===== config.mk =====
export PLATFORM = sky130hd
export DESIGN_NAME = fpt_ram
export DESIGN_NICKNAME = d
export VERILOG_FILES = /design/src/rtl/fpt_ram.sv
export SDC_FILE = /design/constraint.sdc
export NUM_CORES = 1
export LEC_CHECK = 0
export BUFFER_PORTS_ARGS = -buffer_cell sky130_fd_sc_hd__buf_2
export CAP_MARGIN = 20
export CELL_PAD_IN_SITES_DETAIL_PLACEMENT = 1
export CELL_PAD_IN_SITES_GLOBAL_PLACEMENT = 1
export CORE_MARGIN = 1
export CORE_UTILIZATION = 40
export CTS_CLUSTER_DIAMETER = 40
export DETAILED_ROUTE_END_ITERATION = 8
export PLACE_DENSITY_LB_ADDON = 0.1
export SKIP_LAST_GASP = 1
export SYNTH_ARGS = -nofsm -noshare
export SYNTH_HDL_FRONTEND = slang
export SYNTH_SLANG_ARGS = --single-unit

===== constraint.sdc =====
create_clock -name clk_i -period 5 [get_ports clk_i]
set_clock_uncertainty 0.15 [all_clocks]
set_input_delay 0.25 -clock clk_i [delete_from_list [all_inputs] [get_ports clk_i]]
set_output_delay 0.25 -clock clk_i [all_outputs]
set_load 0.1 [all_outputs]

===== src/rtl/fpt_ram.sv =====
// ----------------------------------------------------------------------------
// fpt_ram
// Single-port-write, single-port-read synchronous RAM with a registered read port.
// ----------------------------------------------------------------------------
module fpt_ram #(
  parameter int Width = 8,
  parameter int Depth = 16
) (
  input  logic                     clk_i,
  input  logic                     we_i,
  input  logic [$clog2(Depth)-1:0] waddr_i,
  input  logic [Width-1:0]         wdata_i,
  input  logic [$clog2(Depth)-1:0] raddr_i,
  output logic [Width-1:0]         rdata_o
);

  logic [Width-1:0] mem [Depth];

  // Write port
  always_ff @(posedge clk_i) begin
    if (we_i) begin
      mem[waddr_i] <= wdata_i;
    end
  end

  // Registered read port
  always_ff @(posedge clk_i) begin
    rdata_o <= mem[raddr_i];
  end

endmodule


==> run_results.csv <==
group,metric,value,unit
worst_setup_path,crit_required,5160,ps
synth,synth_area_leaders,"edfxtp_1, mux4_2, mux4_1",
placement,io_buffers,25,
global_routing,grt_pass1_wl,16300,µm
timing,period_share,39.3,%
clock_tree,cts-root-buf,"clkbuf_16",
finish,nets,285,
routing,first_pass_iters,5,
synth,synth_cells,229,
routing,wl,10800,µm
timing,fin_crit,1970,ps
worst_setup_path,r2r_start,"mem[4][2]$_DFFE_PP_",
worst_setup_path,worst-setup-path-type,"input port to flop",
finish,post-route-util,48.8,%
clock_tree,cts_tree,"done",
synth,synth_fp_nets,247,
finish,diodes,0,
global_routing,track_usage,18.5,%
clock_tree,cts.sinks,136,
clock_tree,cts.hold.buffers_added,0,
floorplan,dieArea,13300,µm²
clock_tree,clk_latency,420,ps
floorplan,start_util,41.0,%
routing,final_antenna_net_count,0,
synth,synth_area_per_cell,22.5,µm²
clock_tree,clock_path_buffers,2,
worst_setup_path,crit_start,"raddr_i[0]",
global_routing,grt.overflow.total,0,
timing,fmax,0.509,GHz
worst_setup_path,crit_path_start_kind,"input port",
routing,drcViolationCount,0,
finish,fill_cells,1121,
synth,ys.warnings.count,0,
worst_setup_path,regToRegSetupSlack,3440,ps
routing,vias_per_cell,5.30,
synth,ys_types,19,
worst_setup_path,max_stage_delay,640,ps
job,cap_violations,0,
timing,slew_violations,0,
worst_setup_path,cp_max_fo,19,
placement,placed_area,5440,µm²
floorplan,die_h,115,µm
pwr,seqPwrFrac,44.2,%
pwr,p_leak,2.05,nW
clock_tree,cts_resized,0,
finish,area_growth_syn_to_layout,19.0,%
worst_setup_path,cp-end-kind,"flop",
synth,ys_ff_latch,136,
global_routing,grt_start_max_net_pins,33,
timing,worst_pin_slew,984,ps
min_path,min_path_type,"input port to flop",
floorplan,core-area,12600,µm²
floorplan,dieWidth,115,µm
min_path,hold_start,"wdata_i[0]",
finish,drive_gt1_share,28.6,%
pwr,p_comb_share,5.8,%
clock_tree,ctsHtreeMaxLevel,4,
placement,dp_hpwl,6610,µm
timing,rsz0062_at_grt,"false",
status,status,"finished clean",
pwr,power_switching,0.000587,W
clock_tree,numCtsBuffers,17,
worst_setup_path,arrival,2120,ps
synth,syn_area,5150,µm²
global_routing,antenna_found_initial,0,
pwr,p_clk_share,50.0,%
routing,wire_per_inst,23.8,µm
timing,setup_viol_count_final,0,
pwr,ir_worst_vdd,0.000222,V
floorplan,pin_count,26,
worst_setup_path,crit_chain,"buf_2 > buf_4 > mux4_1 > a22oi_1 > nand2_1",
timing,setup_tns,0,ps
global_routing,grt_pass1_vias,2516,
clock_tree,cts_setup_buffers,0,
synth,ys_seq_area_share,77.8,%
pwr,p_per_area,474,nW/µm²
clock_tree,clkTransAtPathRegs,60,ps
routing,vias,2397,
floorplan,rows,41,
timing,slew_headroom,34.2,%
pwr,p_int,0.00231,W
placement,gp_congestion,0.681,
worst_setup_path,crit_slowest_cell,"mux4_1",
pwr,netSwitchingFraction,20.2,%
routing,drt_iter0_drc,142,
timing,hold_viol_final,0,
synth,synth_top_area_share,74.7,%
finish,design_area,6130,µm²
synth,synth_top_area_cell,"edfxtp_1",
-- logic make-up after synthesis --
| kind of cell | after synthesis | share of synthesized area (%) |
|---|---|---|
| DFF | 136 | 77.8 |
| and+or+nand+nor | 35 | 3.18 |
| muxes | 32 | 15.0 |
| AOI/OAI and AO/OA | 16 | 2.33 |
| buffers and inverters | 10 | 1.68 |
-- path summary, 6_finish.rpt --
path,to,cells past startpoint
min,mem[7][0]$_DFFE_PP_,1
max,rdata_o[2]$_DFF_P_,5
max reg2reg,rdata_o[2]$_DFF_P_,3
min reg2reg,rdata_o[5]$_DFF_P_,3
-- power groups by stage --
stage | logic (W) | registers [W] | clock network (W)
after floorplan | 0.0000647 | 0.00136 | 0
after global placement | 0.000169 | 0.00131 | 0
after detailed placement | 0.000171 | 0.00131 | 0
after CTS | 0.000172 | 0.00128 | 0.00147
after global routing | 0.000180 | 0.00129 | 0.00152
final | 0.000169 | 0.00128 | 0.00145
-- per-stage QoR --
stage	worst slack [ps]	cells	hold slack [ps]	power, W
after floorplan	3110	229	199	0.00142
after global placement	2510	419	494	0.00148
after detailed placement	2540	420	502	0.00148
after CTS	2990	452	45.0	0.00293
after global routing	2910	452	54.4	0.00298
final	3030	452	61.1	0.00290
-- final cells by class --
class / count / area [µm²] / area share [%]
timing repair buffer: 29 / 155 / 2.53
sequential: 136 / 4000 / 65.3
clock inverter: 14 / 251 / 4.10
clock buffer: 18 / 439 / 7.17
tap: 172 / 215 / 3.51
multi-input combinational: 83 / 1060 / 17.3
-- metal layers --
layer / routed length, µm / GRT usage, % / part of all wire, % / vias to the layer above
li1: - / - / - / 1050
met1: 4860 / 25.6 / 45 / 1263
met2: 5190 / 27.2 / 48 / 69
met3: 564 / 5.70 / 5.2 / 15
met4: 154 / 7.79 / 1.4 / 0
met5: 0 / 0 / 0 / -
-- cell usage in the layout (no fill, tap or decap), types with 2 or more instances in the layout --
master      synthesis  routed
edfxtp_1          128     128
mux4_2             18      18
clkinvlp_4          0       3
clkbuf_16           0      17
mux4_1             14      14
a22oi_1            16      16
dfxtp_1             8       8
bufinv_16           0       7
clkinv_2            0       3
nand3b_1            2       2
buf_4               1       4
buf_2               3      25
nor3_1              4       3
nand2_1             9       9
nor2_1             13      13
nand2b_1            2       2
-- synth_stat cells, drive strengths merged --
cell and n:
nor3 4, and2 1, or3b 1, dfxtp 8
nor2 13, and2b 1, buf 7, nand3 1
edfxtp 128, nand3b 2, mux4 32, a22oi 16
nand2 9, nand2b 2, nor2b 1, clkdlybuf4s25 3
-- registers in the layout, summed over array words and instances (netlist names) --
signal and cells:
rdata_o 8, mem 128
-- critical path: cells and delay by family --
family | cells | cell delay (ps)
multiplexers | 1 | 640
AND/OR/NAND/NOR | 1 | 100
AO/OA/AOI/OAI | 1 | 300
buffers and inverters | 2 | 830
Note: power is estimated with default switching activity, not from simulation.
